--- config.mk ---
export PLATFORM = sky130hd
export DESIGN_NAME = led_color_i2c_frame_sender
export DESIGN_NICKNAME = d
export VERILOG_FILES = /design/src/hdl/lcifs_pkg.sv /design/src/hdl/led_color_i2c_frame_sender.sv /design/src/hdl/lcifs_color.sv /design/src/hdl/lcifs_ctrl.sv
export SDC_FILE = /design/constraint.sdc
export NUM_CORES = 1
export LEC_CHECK = 0
export BUFFER_PORTS_ARGS = -buffer_cell sky130_fd_sc_hd__buf_4
export CORE_UTILIZATION = 55
export CTS_CLUSTER_SIZE = 10
export DETAILED_ROUTE_END_ITERATION = 10
export GPL_TIMING_DRIVEN = 0
export PLACE_DENSITY = 0.76
export SYNTH_ARGS = -nofsm -noshare
export SYNTH_HDL_FRONTEND = slang
export SYNTH_SLANG_ARGS = --single-unit
--- constraint.sdc ---
create_clock -name clk -period 5.43 [get_ports clk]
set_clock_uncertainty 0.1 [all_clocks]
set_input_delay 0.2715 -clock clk [delete_from_list [all_inputs] [get_ports clk]]
set_output_delay 0.2715 -clock clk [all_outputs]
set_load 0.01 [all_outputs]
--- src/hdl/lcifs_pkg.sv ---
// Shared types and constants for the LED color I2C frame sender.
// No dependencies; every other file in hdl/ refers to this package.

package lcifs_pkg;

    // Request function codes
    localparam logic [2:0] FUNC_SET_MODE    = 3'd0;
    localparam logic [2:0] FUNC_CYCLE_LEVEL = 3'd1;
    localparam logic [2:0] FUNC_SET_ARMED   = 3'd2;
    localparam logic [2:0] FUNC_BUS_DONE    = 3'd3;
    localparam logic [2:0] FUNC_TICK        = 3'd4;
    localparam logic [2:0] FUNC_REINIT      = 3'd5;

    // Bus commands
    localparam logic [1:0] CMD_NONE  = 2'd0;
    localparam logic [1:0] CMD_START = 2'd1;
    localparam logic [1:0] CMD_BYTE  = 2'd2;
    localparam logic [1:0] CMD_STOP  = 2'd3;

    // Frame outcomes
    localparam logic [2:0] OUTCOME_BUSY          = 3'd0;
    localparam logic [2:0] OUTCOME_OK            = 3'd1;
    localparam logic [2:0] OUTCOME_START_TIMEOUT = 3'd2;
    localparam logic [2:0] OUTCOME_START_BAD     = 3'd3;
    localparam logic [2:0] OUTCOME_ADDR_TIMEOUT  = 3'd4;
    localparam logic [2:0] OUTCOME_ADDR_BAD      = 3'd5;
    localparam logic [2:0] OUTCOME_DATA_TIMEOUT  = 3'd6;
    localparam logic [2:0] OUTCOME_DATA_BAD      = 3'd7;

    // Bus status codes
    localparam logic [7:0] STATUS_MASK = 8'hF8;
    localparam logic [7:0] ST_START_OK = 8'h08;
    localparam logic [7:0] ST_ADDR_OK  = 8'h18;
    localparam logic [7:0] ST_DATA_OK  = 8'h28;

    // Configuration register indexes
    localparam logic CFG_SLAVE_ADDRESS = 1'b0;
    localparam logic CFG_TIMEOUT_TICKS = 1'b1;

    localparam logic [7:0]  SLAVE_ADDRESS_RESET = 8'd176;
    localparam logic [15:0] TIMEOUT_TICKS_RESET = 16'd2000;
    localparam logic [15:0] WAIT_MAX            = 16'hFFFF;

    localparam logic [7:0] MODE_RESET  = 8'd0;
    localparam logic [2:0] LEVEL_RESET = 3'd2;
    localparam logic [2:0] LEVEL_MAX   = 3'd4;

    typedef enum logic [1:0] {
        PH_IDLE,
        PH_START,
        PH_ADDR,
        PH_DATA
    } phase_t;

    typedef struct packed {
        logic [2:0] func;
        logic [7:0] value;
        logic [7:0] bus_status;
    } lcifs_in_t;

    typedef struct packed {
        logic [1:0] bus_command;
        logic [7:0] bus_byte;
        logic [2:0] outcome;
    } lcifs_out_t;

    typedef struct packed {
        logic [7:0]  slave_address;
        logic [15:0] timeout_ticks;
    } cfg_t;

    typedef struct packed {
        logic [7:0] mode_number;
        logic [2:0] brightness_level;
        logic       armed_flag;
    } settings_t;

    typedef struct packed {
        logic [7:0] r;
        logic [7:0] g;
        logic [7:0] b;
    } color_t;

    typedef struct packed {
        logic       has_result;
        lcifs_out_t result;
    } step_t;

endpackage

--- src/hdl/led_color_i2c_frame_sender.sv ---
// A request is held in an input register and its result in a result register.
// Throughput: one request per cycle while not stalled; a request that yields no result still takes one slot.
// The input side stalls only while a result is held and the output side stalls.
// Reset (rst_n low, asynchronous): idle, mode 0, brightness level 2, armed, nothing pending,
// slave address 176, timeout 2000 ticks. The configuration port is always ready.
// Depends on lcifs_pkg and lcifs_ctrl.

module led_color_i2c_frame_sender
#(
    parameter int LED_COUNT = 4
)
(
    input  logic                  clk,
    input  logic                  rst_n,
    input  logic                  in_valid,
    output logic                  in_stall,
    input  lcifs_pkg::lcifs_in_t  in_item,
    output logic                  out_valid,
    input  logic                  out_stall,
    output lcifs_pkg::lcifs_out_t out_item,
    input  logic                  cfg_valid,
    output logic                  cfg_ready,
    input  logic                  cfg_index,
    input  logic [15:0]           cfg_data
);

    logic                  in_valid_reg;
    logic                  in_valid_next;
    lcifs_pkg::lcifs_in_t  in_item_reg;
    logic                  out_valid_reg;
    logic                  out_valid_next;
    lcifs_pkg::lcifs_out_t out_item_reg;
    lcifs_pkg::cfg_t       cfg_reg;
    lcifs_pkg::cfg_t       cfg_next;
    logic                  proc;
    lcifs_pkg::step_t      step;

    // Process the held request whenever the result register is free or draining
    assign proc      = in_valid_reg && (!out_valid_reg || !out_stall);
    assign in_stall  = in_valid_reg && !proc;
    assign cfg_ready = 1'b1;
    assign out_valid = out_valid_reg;
    assign out_item  = out_item_reg;

    lcifs_ctrl #(
        .LED_COUNT (LED_COUNT)
    ) u_ctrl (
        .clk    (clk),
        .rst_n  (rst_n),
        .enable (proc),
        .item   (in_item_reg),
        .cfg    (cfg_reg),
        .step   (step)
    );

    always_comb
    begin
        in_valid_next = in_stall ? 1'b1 : in_valid;

        if (proc)
        begin
            out_valid_next = step.has_result;
        end
        else if (!out_stall)
        begin
            out_valid_next = 1'b0;
        end
        else
        begin
            out_valid_next = out_valid_reg;
        end

        cfg_next = cfg_reg;
        if (cfg_valid && cfg_ready)
        begin
            case (cfg_index)
                lcifs_pkg::CFG_SLAVE_ADDRESS: cfg_next.slave_address = cfg_data[7:0];
                lcifs_pkg::CFG_TIMEOUT_TICKS: cfg_next.timeout_ticks = cfg_data;
                default:                      cfg_next = cfg_reg;
            endcase
        end
    end

    always_ff @(posedge clk or negedge rst_n)
    begin
        if (!rst_n)
        begin
            in_valid_reg  <= 1'b0;
            out_valid_reg <= 1'b0;
            cfg_reg       <= '{slave_address: lcifs_pkg::SLAVE_ADDRESS_RESET,
                               timeout_ticks: lcifs_pkg::TIMEOUT_TICKS_RESET};
        end
        else
        begin
            in_valid_reg  <= in_valid_next;
            out_valid_reg <= out_valid_next;
            cfg_reg       <= cfg_next;
        end
    end

    always_ff @(posedge clk)
    begin
        if (!in_stall)
        begin
            in_item_reg <= in_item;
        end
        if (proc && step.has_result)
        begin
            out_item_reg <= step.result;
        end
    end

endmodule

--- src/hdl/lcifs_color.sv ---
// Color renderer: maps mode, brightness level and armed flag to a scaled RGB color.
// Depends on lcifs_pkg.

module lcifs_color
(
    input  lcifs_pkg::settings_t settings,
    output lcifs_pkg::color_t    color
);

    logic [7:0]        scale;
    lcifs_pkg::color_t src;
    logic [15:0]       prod_r;
    logic [15:0]       prod_g;
    logic [15:0]       prod_b;

    always_comb
    begin
        case (settings.brightness_level)
            3'd0:    scale = 8'h10;
            3'd1:    scale = 8'h30;
            3'd2:    scale = 8'h60;
            3'd3:    scale = 8'hA0;
            3'd4:    scale = 8'hFF;
            default: scale = 8'h10;
        endcase
    end

    always_comb
    begin
        // Disarmed mode 0 shows amber instead of blue
        if (settings.mode_number == 8'd0 && !settings.armed_flag)
        begin
            src = '{r: 8'd80, g: 8'd30, b: 8'd0};
        end
        else
        begin
            case (settings.mode_number)
                8'd0:    src = '{r: 8'd0,  g: 8'd0,  b: 8'd80};
                8'd1:    src = '{r: 8'd0,  g: 8'd80, b: 8'd0};
                8'd2:    src = '{r: 8'd80, g: 8'd0,  b: 8'd60};
                default: src = '{r: 8'd0,  g: 8'd0,  b: 8'd0};
            endcase
        end
    end

    assign prod_r = {8'd0, src.r} * {8'd0, scale};
    assign prod_g = {8'd0, src.g} * {8'd0, scale};
    assign prod_b = {8'd0, src.b} * {8'd0, scale};

    assign color = '{r: prod_r[15:8], g: prod_g[15:8], b: prod_b[15:8]};

endmodule

--- src/hdl/lcifs_ctrl.sv ---
// Frame sequencer: settings, latched frame color and the I2C write state machine.
// Depends on lcifs_pkg and lcifs_color.

module lcifs_ctrl
#(
    parameter int LED_COUNT = 4
)
(
    input  logic                 clk,
    input  logic                 rst_n,
    input  logic                 enable,
    input  lcifs_pkg::lcifs_in_t item,
    input  lcifs_pkg::cfg_t      cfg,
    output lcifs_pkg::step_t     step
);

    localparam int TOTAL = 3 * LED_COUNT;
    localparam int IDX_W = $clog2(TOTAL + 1);
    localparam logic [IDX_W-1:0] TOTAL_IDX = IDX_W'(TOTAL);

    lcifs_pkg::phase_t    phase_reg;
    lcifs_pkg::phase_t    phase_next;
    lcifs_pkg::settings_t settings_reg;
    lcifs_pkg::settings_t settings_next;
    lcifs_pkg::color_t    color_reg;
    lcifs_pkg::color_t    color_next;
    lcifs_pkg::color_t    render_color;
    logic [IDX_W-1:0]     byte_index_reg;
    logic [IDX_W-1:0]     byte_index_next;
    logic [1:0]           chan_reg;
    logic [1:0]           chan_next;
    logic [15:0]          wait_reg;
    logic [15:0]          wait_next;
    logic                 pending_reg;
    logic                 pending_next;

    logic                 setting;
    logic                 start_frame;
    logic [7:0]           status;
    logic [IDX_W-1:0]     idx_inc;
    logic [1:0]           chan_inc;
    logic [15:0]          wait_inc;

    function automatic logic [7:0] pick_byte(lcifs_pkg::color_t c, logic [1:0] chan);
        logic [7:0] b;
        case (chan)
            2'd0:    b = c.r;
            2'd1:    b = c.g;
            2'd2:    b = c.b;
            default: b = 8'd0;
        endcase
        return b;
    endfunction

    // Render from the updated settings so a setting shows in the frame it starts
    lcifs_color u_color
    (
        .settings (settings_next),
        .color    (render_color)
    );

    assign status   = item.bus_status & lcifs_pkg::STATUS_MASK;
    assign idx_inc  = byte_index_reg + IDX_W'(1);
    assign chan_inc = (chan_reg == 2'd2) ? 2'd0 : chan_reg + 2'd1;
    assign wait_inc = (wait_reg != lcifs_pkg::WAIT_MAX) ? wait_reg + 16'd1 : wait_reg;

    always_ff @(posedge clk or negedge rst_n)
    begin
        if (!rst_n)
        begin
            phase_reg      <= lcifs_pkg::PH_IDLE;
            settings_reg   <= '{mode_number:      lcifs_pkg::MODE_RESET,
                                brightness_level: lcifs_pkg::LEVEL_RESET,
                                armed_flag:       1'b1};
            color_reg      <= '0;
            byte_index_reg <= '0;
            chan_reg       <= '0;
            wait_reg       <= '0;
            pending_reg    <= 1'b0;
        end
        else if (enable)
        begin
            phase_reg      <= phase_next;
            settings_reg   <= settings_next;
            color_reg      <= color_next;
            byte_index_reg <= byte_index_next;
            chan_reg       <= chan_next;
            wait_reg       <= wait_next;
            pending_reg    <= pending_next;
        end
    end

    always_comb
    begin
        phase_next      = phase_reg;
        settings_next   = settings_reg;
        color_next      = color_reg;
        byte_index_next = byte_index_reg;
        chan_next       = chan_reg;
        wait_next       = wait_reg;
        pending_next    = pending_reg;
        setting         = 1'b0;
        start_frame     = 1'b0;
        step            = '{has_result: 1'b0,
                            result: '{bus_command: lcifs_pkg::CMD_NONE,
                                      bus_byte:    8'd0,
                                      outcome:     lcifs_pkg::OUTCOME_BUSY}};

        case (item.func)
            lcifs_pkg::FUNC_SET_MODE:
            begin
                settings_next.mode_number = item.value;
                setting = 1'b1;
            end
            lcifs_pkg::FUNC_CYCLE_LEVEL:
            begin
                settings_next.brightness_level =
                    (settings_reg.brightness_level < lcifs_pkg::LEVEL_MAX)
                    ? settings_reg.brightness_level + 3'd1 : 3'd0;
                setting = 1'b1;
            end
            lcifs_pkg::FUNC_SET_ARMED:
            begin
                settings_next.armed_flag = |item.value;
                setting = 1'b1;
            end
            lcifs_pkg::FUNC_REINIT:
            begin
                settings_next = '{mode_number:      lcifs_pkg::MODE_RESET,
                                  brightness_level: lcifs_pkg::LEVEL_RESET,
                                  armed_flag:       1'b1};
                setting = 1'b1;
            end
            lcifs_pkg::FUNC_BUS_DONE:
            begin
                wait_next = 16'd0;
                case (phase_reg)
                    lcifs_pkg::PH_START:
                    begin
                        step.has_result = 1'b1;
                        if (status != lcifs_pkg::ST_START_OK)
                        begin
                            phase_next = lcifs_pkg::PH_IDLE;
                            step.result.bus_command = lcifs_pkg::CMD_STOP;
                            step.result.outcome     = lcifs_pkg::OUTCOME_START_BAD;
                        end
                        else
                        begin
                            phase_next = lcifs_pkg::PH_ADDR;
                            step.result.bus_command = lcifs_pkg::CMD_BYTE;
                            step.result.bus_byte    = cfg.slave_address;
                        end
                    end
                    lcifs_pkg::PH_ADDR:
                    begin
                        step.has_result = 1'b1;
                        if (status != lcifs_pkg::ST_ADDR_OK)
                        begin
                            phase_next = lcifs_pkg::PH_IDLE;
                            step.result.bus_command = lcifs_pkg::CMD_STOP;
                            step.result.outcome     = lcifs_pkg::OUTCOME_ADDR_BAD;
                        end
                        else
                        begin
                            phase_next      = lcifs_pkg::PH_DATA;
                            byte_index_next = '0;
                            chan_next       = 2'd0;
                            step.result.bus_command = lcifs_pkg::CMD_BYTE;
                            step.result.bus_byte    = color_reg.r;
                        end
                    end
                    lcifs_pkg::PH_DATA:
                    begin
                        step.has_result = 1'b1;
                        if (status != lcifs_pkg::ST_DATA_OK)
                        begin
                            phase_next = lcifs_pkg::PH_IDLE;
                            step.result.bus_command = lcifs_pkg::CMD_STOP;
                            step.result.outcome     = lcifs_pkg::OUTCOME_DATA_BAD;
                        end
                        else
                        begin
                            byte_index_next = idx_inc;
                            chan_next       = chan_inc;
                            if (idx_inc < TOTAL_IDX)
                            begin
                                step.result.bus_command = lcifs_pkg::CMD_BYTE;
                                step.result.bus_byte    = pick_byte(color_reg, chan_inc);
                            end
                            else
                            begin
                                phase_next = lcifs_pkg::PH_IDLE;
                                step.result.bus_command = lcifs_pkg::CMD_STOP;
                                step.result.outcome     = lcifs_pkg::OUTCOME_OK;
                            end
                        end
                    end
                    default:
                    begin
                        // Completion while idle: drop
                    end
                endcase
            end
            lcifs_pkg::FUNC_TICK:
            begin
                if (phase_reg == lcifs_pkg::PH_IDLE)
                begin
                    start_frame = pending_reg;
                end
                else
                begin
                    wait_next = wait_inc;
                    if (wait_inc >= cfg.timeout_ticks)
                    begin
                        phase_next = lcifs_pkg::PH_IDLE;
                        wait_next  = 16'd0;
                        step.has_result = 1'b1;
                        step.result.bus_command = lcifs_pkg::CMD_STOP;
                        case (phase_reg)
                            lcifs_pkg::PH_START:
                                step.result.outcome = lcifs_pkg::OUTCOME_START_TIMEOUT;
                            lcifs_pkg::PH_ADDR:
                                step.result.outcome = lcifs_pkg::OUTCOME_ADDR_TIMEOUT;
                            default:
                                step.result.outcome = lcifs_pkg::OUTCOME_DATA_TIMEOUT;
                        endcase
                    end
                end
            end
            default:
            begin
                // Unused codes: drop
            end
        endcase

        // A setting during a frame only marks one more frame to follow
        if (setting)
        begin
            if (phase_reg != lcifs_pkg::PH_IDLE)
            begin
                pending_next = 1'b1;
            end
            else
            begin
                start_frame = 1'b1;
            end
        end

        if (start_frame)
        begin
            color_next      = render_color;
            pending_next    = 1'b0;
            phase_next      = lcifs_pkg::PH_START;
            byte_index_next = '0;
            chan_next       = 2'd0;
            wait_next       = 16'd0;
            step.has_result = 1'b1;
            step.result.bus_command = lcifs_pkg::CMD_START;
            step.result.bus_byte    = 8'd0;
            step.result.outcome     = lcifs_pkg::OUTCOME_BUSY;
        end
    end

endmodule

==> impl_metrics.csv <==
group,metric,value,unit
clocking,root_buffer,"sky130_fd_sc_hd__clkbuf_16",
routing,avgRoutedWirePerCell,18.2,um
placed_design,detailed_place.area,9200,um2
global_route,grt_pass1_wl,33600,um
clocking,cts.clk_slew.worst_paths,60,ps
global_route,global_route.overflow_total,0,
critical_path,timing.critical_path.to_type,"flip-flop",
timing,min_period,5550,ps
clocking,max_root_sink_buffers,2,
layout,final_layout_size_suffix_gt1_share,29.5,%
floorplanning,initial_core_util,56.3,%
layout,layout-area-overhead-vs-synth,30.3,%
global_route,grt_usage,26.6,%
routing,detailedRoute.firstPassIterationCount,7,
layout,layout.core_utilization,73.3,%
flow_run,maxCapViolations,0,
critical_path,critical_path.max_stage_delay,550,ps
critical_path,reg2reg_setup_slack,-120,ps
power_and_ir_drop,power_density,399,nW/um2
routing,post_drt_via_cell_ratio,6.00,
worst_hold_path,hold_path_class,"primary input to asynchronous set/reset pin",
timing,timing.final.setup_violations,5,
placed_design,globalplace.congestion,0.834,
logic_synthesis,synth-edff-count,29,
logic_synthesis,synthArstFlopShare,75.0,%
clocking,clock_sink_count,116,
routing,postRouteWirelength,22400,um
routing,initialDrtViolationCount,625,
timing,slew_headroom,24.0,%
critical_path,worstPathRequired,5610,ps
logic_synthesis,synthesis.area_per_instance,9.73,um2
logic_synthesis,synth_sequential_area_ratio,35.8,%
critical_path,critical_path_peak_fanout,6,
layout,sequential_cell_area,3060,um2
clocking,clkLatencyLatePin,420,ps
placed_design,port_buffers,52,
floorplanning,core-area,15200,um2
routing,antenna_left,0,
layout,layout.cells.most_common,"sky130_fd_sc_hd__buf_4",
logic_synthesis,synth.cell_area,8550,um2
outcome,run_status,"complete, but fails checks",
logic_synthesis,leading_cell_types_by_total_area_after_synthesis,"sky130_fd_sc_hd__dfrtp_1 (22%), sky130_fd_sc_hd__ha_1 (15%), sky130_fd_sc_hd__edfxtp_1 (10%)",
critical_path,timing.setup.critical_path_class,"flip-flop to flip-flop",
logic_synthesis,synth_warnings,0,
logic_synthesis,synth_top_flop_cell,"sky130_fd_sc_hd__dfrtp_1",
logic_synthesis,yosys.cell_types.count,81,
timing,worstMarginPinSlew,1140,ps
logic_synthesis,synth_top_area_share,22.2,%
critical_path,timing.critical_path.cells,"a21o_1 -> buf_8 -> o2bb2ai_4 -> a2111oi_4 -> and2_4 -> nand3_4 -> o21ai_4 -> fa_1 -> ha_2 -> inv_2 -> fa_1 -> fa_1 -> inv_2 -> ha_4 -> a21o_1 -> a21o_1 -> buf_6 -> a211oi_4 -> a21oi_2 -> nor3_2 -> o31ai_2",
critical_path,rr_worst_depth,21,
clocking,clock_tree.htree_level_count,4,
critical_path,critPathLaunchType,"flip-flop",
power_and_ir_drop,cellLeakagePower,5.33,nW
floorplanning,fp.dieH,127,um
layout,multi_input_logic_area,5690,um2
global_route,grt_start_max_net_pins,88,
power_and_ir_drop,peakVddDrop,0.000266,V
logic_synthesis,yosys.area.top_type,"sky130_fd_sc_hd__dfrtp_1",
critical_path,critPathSlowestCell,"sky130_fd_sc_hd__fa_1",
clocking,cts_buffers,17,
critical_path,worstPathArrival,5730,ps
layout,insertedDiodeCount,0,
layout,layout_common_cells,"sky130_fd_sc_hd__buf_4 (94), sky130_fd_sc_hd__ha_1 (93), sky130_fd_sc_hd__nand2_1 (92)",
timing,hold_viol,31,
timing,max_freq,180,MHz
critical_path,crit-reg2reg-capture,"u_ctrl.color_reg[5]$_DFFE_PN0P_",
placed_design,detailedPlacementHpwl,14100,um
floorplanning,floorplan.io_pins,57,
layout,n_fill_cell,992,
timing,worst_hold_slack_across_all_endpoints,-58.6,ps
logic_synthesis,synth.ff_latch_count,116,
logic_synthesis,synth_cells,879,
critical_path,worst_r2r_startpoint,"in_item_reg[16]$_DFFE_PN_",
layout,design_area,11100,um2
floorplanning,placement_rows,45,
outcome,failed_checks,"hold timing, setup timing",
timing,grt_setup_unrepaired,"yes",
timing,setup_ws,-119,ps
routing,via_count,7355,
global_route,antenna_found_initial,0,
floorplanning,design.die.area,16100,um2
layout,final_nets,1193,
timing,timing.final.max_slew_violations,0,
timing,final_min_period_over_clock_period,102,%
routing,residual_drc_count,0,
floorplanning,die_width,127,um
global_route,via_count_of_the_first_global_routing_pass,7047,
clocking,tritoncts,"built",
## cell usage after synthesis (4+ instances only)
cell type and instances:
sky130_fd_sc_hd__a211o_1 4, sky130_fd_sc_hd__a211oi_1 4, sky130_fd_sc_hd__a21o_1 14, sky130_fd_sc_hd__a21oi_1 27, sky130_fd_sc_hd__a222oi_1 8, sky130_fd_sc_hd__a22o_1 6, sky130_fd_sc_hd__a22oi_1 10, sky130_fd_sc_hd__a2bb2oi_1 5
sky130_fd_sc_hd__a31oi_1 6, sky130_fd_sc_hd__buf_2 5, sky130_fd_sc_hd__clkbuf_1 19, sky130_fd_sc_hd__dfrtp_1 76, sky130_fd_sc_hd__dfstp_2 11, sky130_fd_sc_hd__edfxtp_1 29, sky130_fd_sc_hd__fa_1 24, sky130_fd_sc_hd__ha_1 104
sky130_fd_sc_hd__inv_1 76, sky130_fd_sc_hd__mux2_2 34, sky130_fd_sc_hd__nand2_1 96, sky130_fd_sc_hd__nand2b_1 9, sky130_fd_sc_hd__nand3_1 22, sky130_fd_sc_hd__nand4_1 4, sky130_fd_sc_hd__nor2_1 73, sky130_fd_sc_hd__nor2b_1 7
sky130_fd_sc_hd__nor3_1 14, sky130_fd_sc_hd__nor4_1 5, sky130_fd_sc_hd__o21a_1 8, sky130_fd_sc_hd__o21ai_0 44, sky130_fd_sc_hd__o21ai_1 8, sky130_fd_sc_hd__o22ai_1 4, sky130_fd_sc_hd__o31ai_1 10, sky130_fd_sc_hd__or2_2 7
sky130_fd_sc_hd__or3_1 5, sky130_fd_sc_hd__xnor2_1 14, sky130_fd_sc_hd__xor2_1 15
## layer usage
| metal | routed length (um) | track usage (%) | up-vias |
|---|---|---|---|
| li1 | - | - | 3417 |
| met3 | 1160 | 4.68 | 99 |
| met1 | 9020 | 32.7 | 3541 |
| met4 | 974 | 12.2 | 0 |
| met5 | 0 | 0 | - |
| met2 | 11200 | 45.8 | 298 |
## how the worst max path moves through the flow
stage / startpoint / end / slack, ps / depth (start not counted)
after floorplan: in_item_reg[18]$_DFFE_PN_ / u_ctrl.color_reg[14]$_DFFE_PN0P_ / 10 / 26
after global placement: in_item_reg[16]$_DFFE_PN_ / u_ctrl.color_reg[6]$_DFFE_PN0P_ / -1130 / 20
after detailed placement: in_item_reg[16]$_DFFE_PN_ / u_ctrl.color_reg[6]$_DFFE_PN0P_ / -1180 / 19
after CTS: in_item_reg[18]$_DFFE_PN_ / u_ctrl.color_reg[6]$_DFFE_PN0P_ / -40 / 20
after global routing: in_item_reg[17]$_DFFE_PN_ / u_ctrl.color_reg[14]$_DFFE_PN0P_ / -250 / 24
final: in_item_reg[16]$_DFFE_PN_ / u_ctrl.color_reg[5]$_DFFE_PN0P_ / -120 / 21
## per-stage QoR
step	hold WS, ps	total power [W]	setup WS [ps]	cells	TNS, ps
floorplan	-124	0.00224	12.3	881	0
global placement	351	0.00263	-1130	1121	-9670
detailed placement	351	0.00266	-1180	1121	-10420
CTS	1.66	0.00408	-40.0	1202	-106
global route	5.41	0.00469	-251	1225	-1900
finish	-58.6	0.00445	-119	1225	-387
## where the power goes
part,leakage [nW],switching (W),internal [W],total [W]
sequential,1.41,0.000143,0.00109,0.00123
combinational,3.62,0.00119,0.000879,0.00207
clock,0.297,0.000450,0.000693,0.00114
total,5.33,0.00179,0.00266,0.00445
## final cells by class
cell class	instances	share of cell area, %
buffer	30	1.82
clock buffer	18	3.85
clock inverter	14	1.52
inverter	78	2.65
multi-input combinational	655	51.1
sequential	116	27.5
tap	188	2.11
timing repair buffer	126	9.46
## worst max-delay path: cells and delay by family (launching register included)
kind / cells / cell delay, ps
AOI/OAI and AO/OA: 9 / 1920
adders and majority gates: 5 / 1820
and+or+nand+nor: 3 / 670
DFF: 1 / 470
buffers and inverters: 4 / 420
## cells by family after synthesis
| group | share of synthesized area (%) |
|---|---|
| simple gates | 14.8 |
| fa+ha+maj | 20.8 |
| mux | 4.71 |
| compound gates | 15.4 |
| flops | 35.8 |
| xor+xnor | 2.97 |
| other cells | 0.0878 |
| buf+inv | 5.44 |
## repair_timing
action	CTS	global route
endpoints found under the setup margin	16	11
gates resized for setup	72	80
buffers inserted	21	22
pin swaps	18	53
hold buffers	29	1
endpoints found under the hold margin	31	1
gates cloned	0	2
Power figures use the tool's default switching activity.
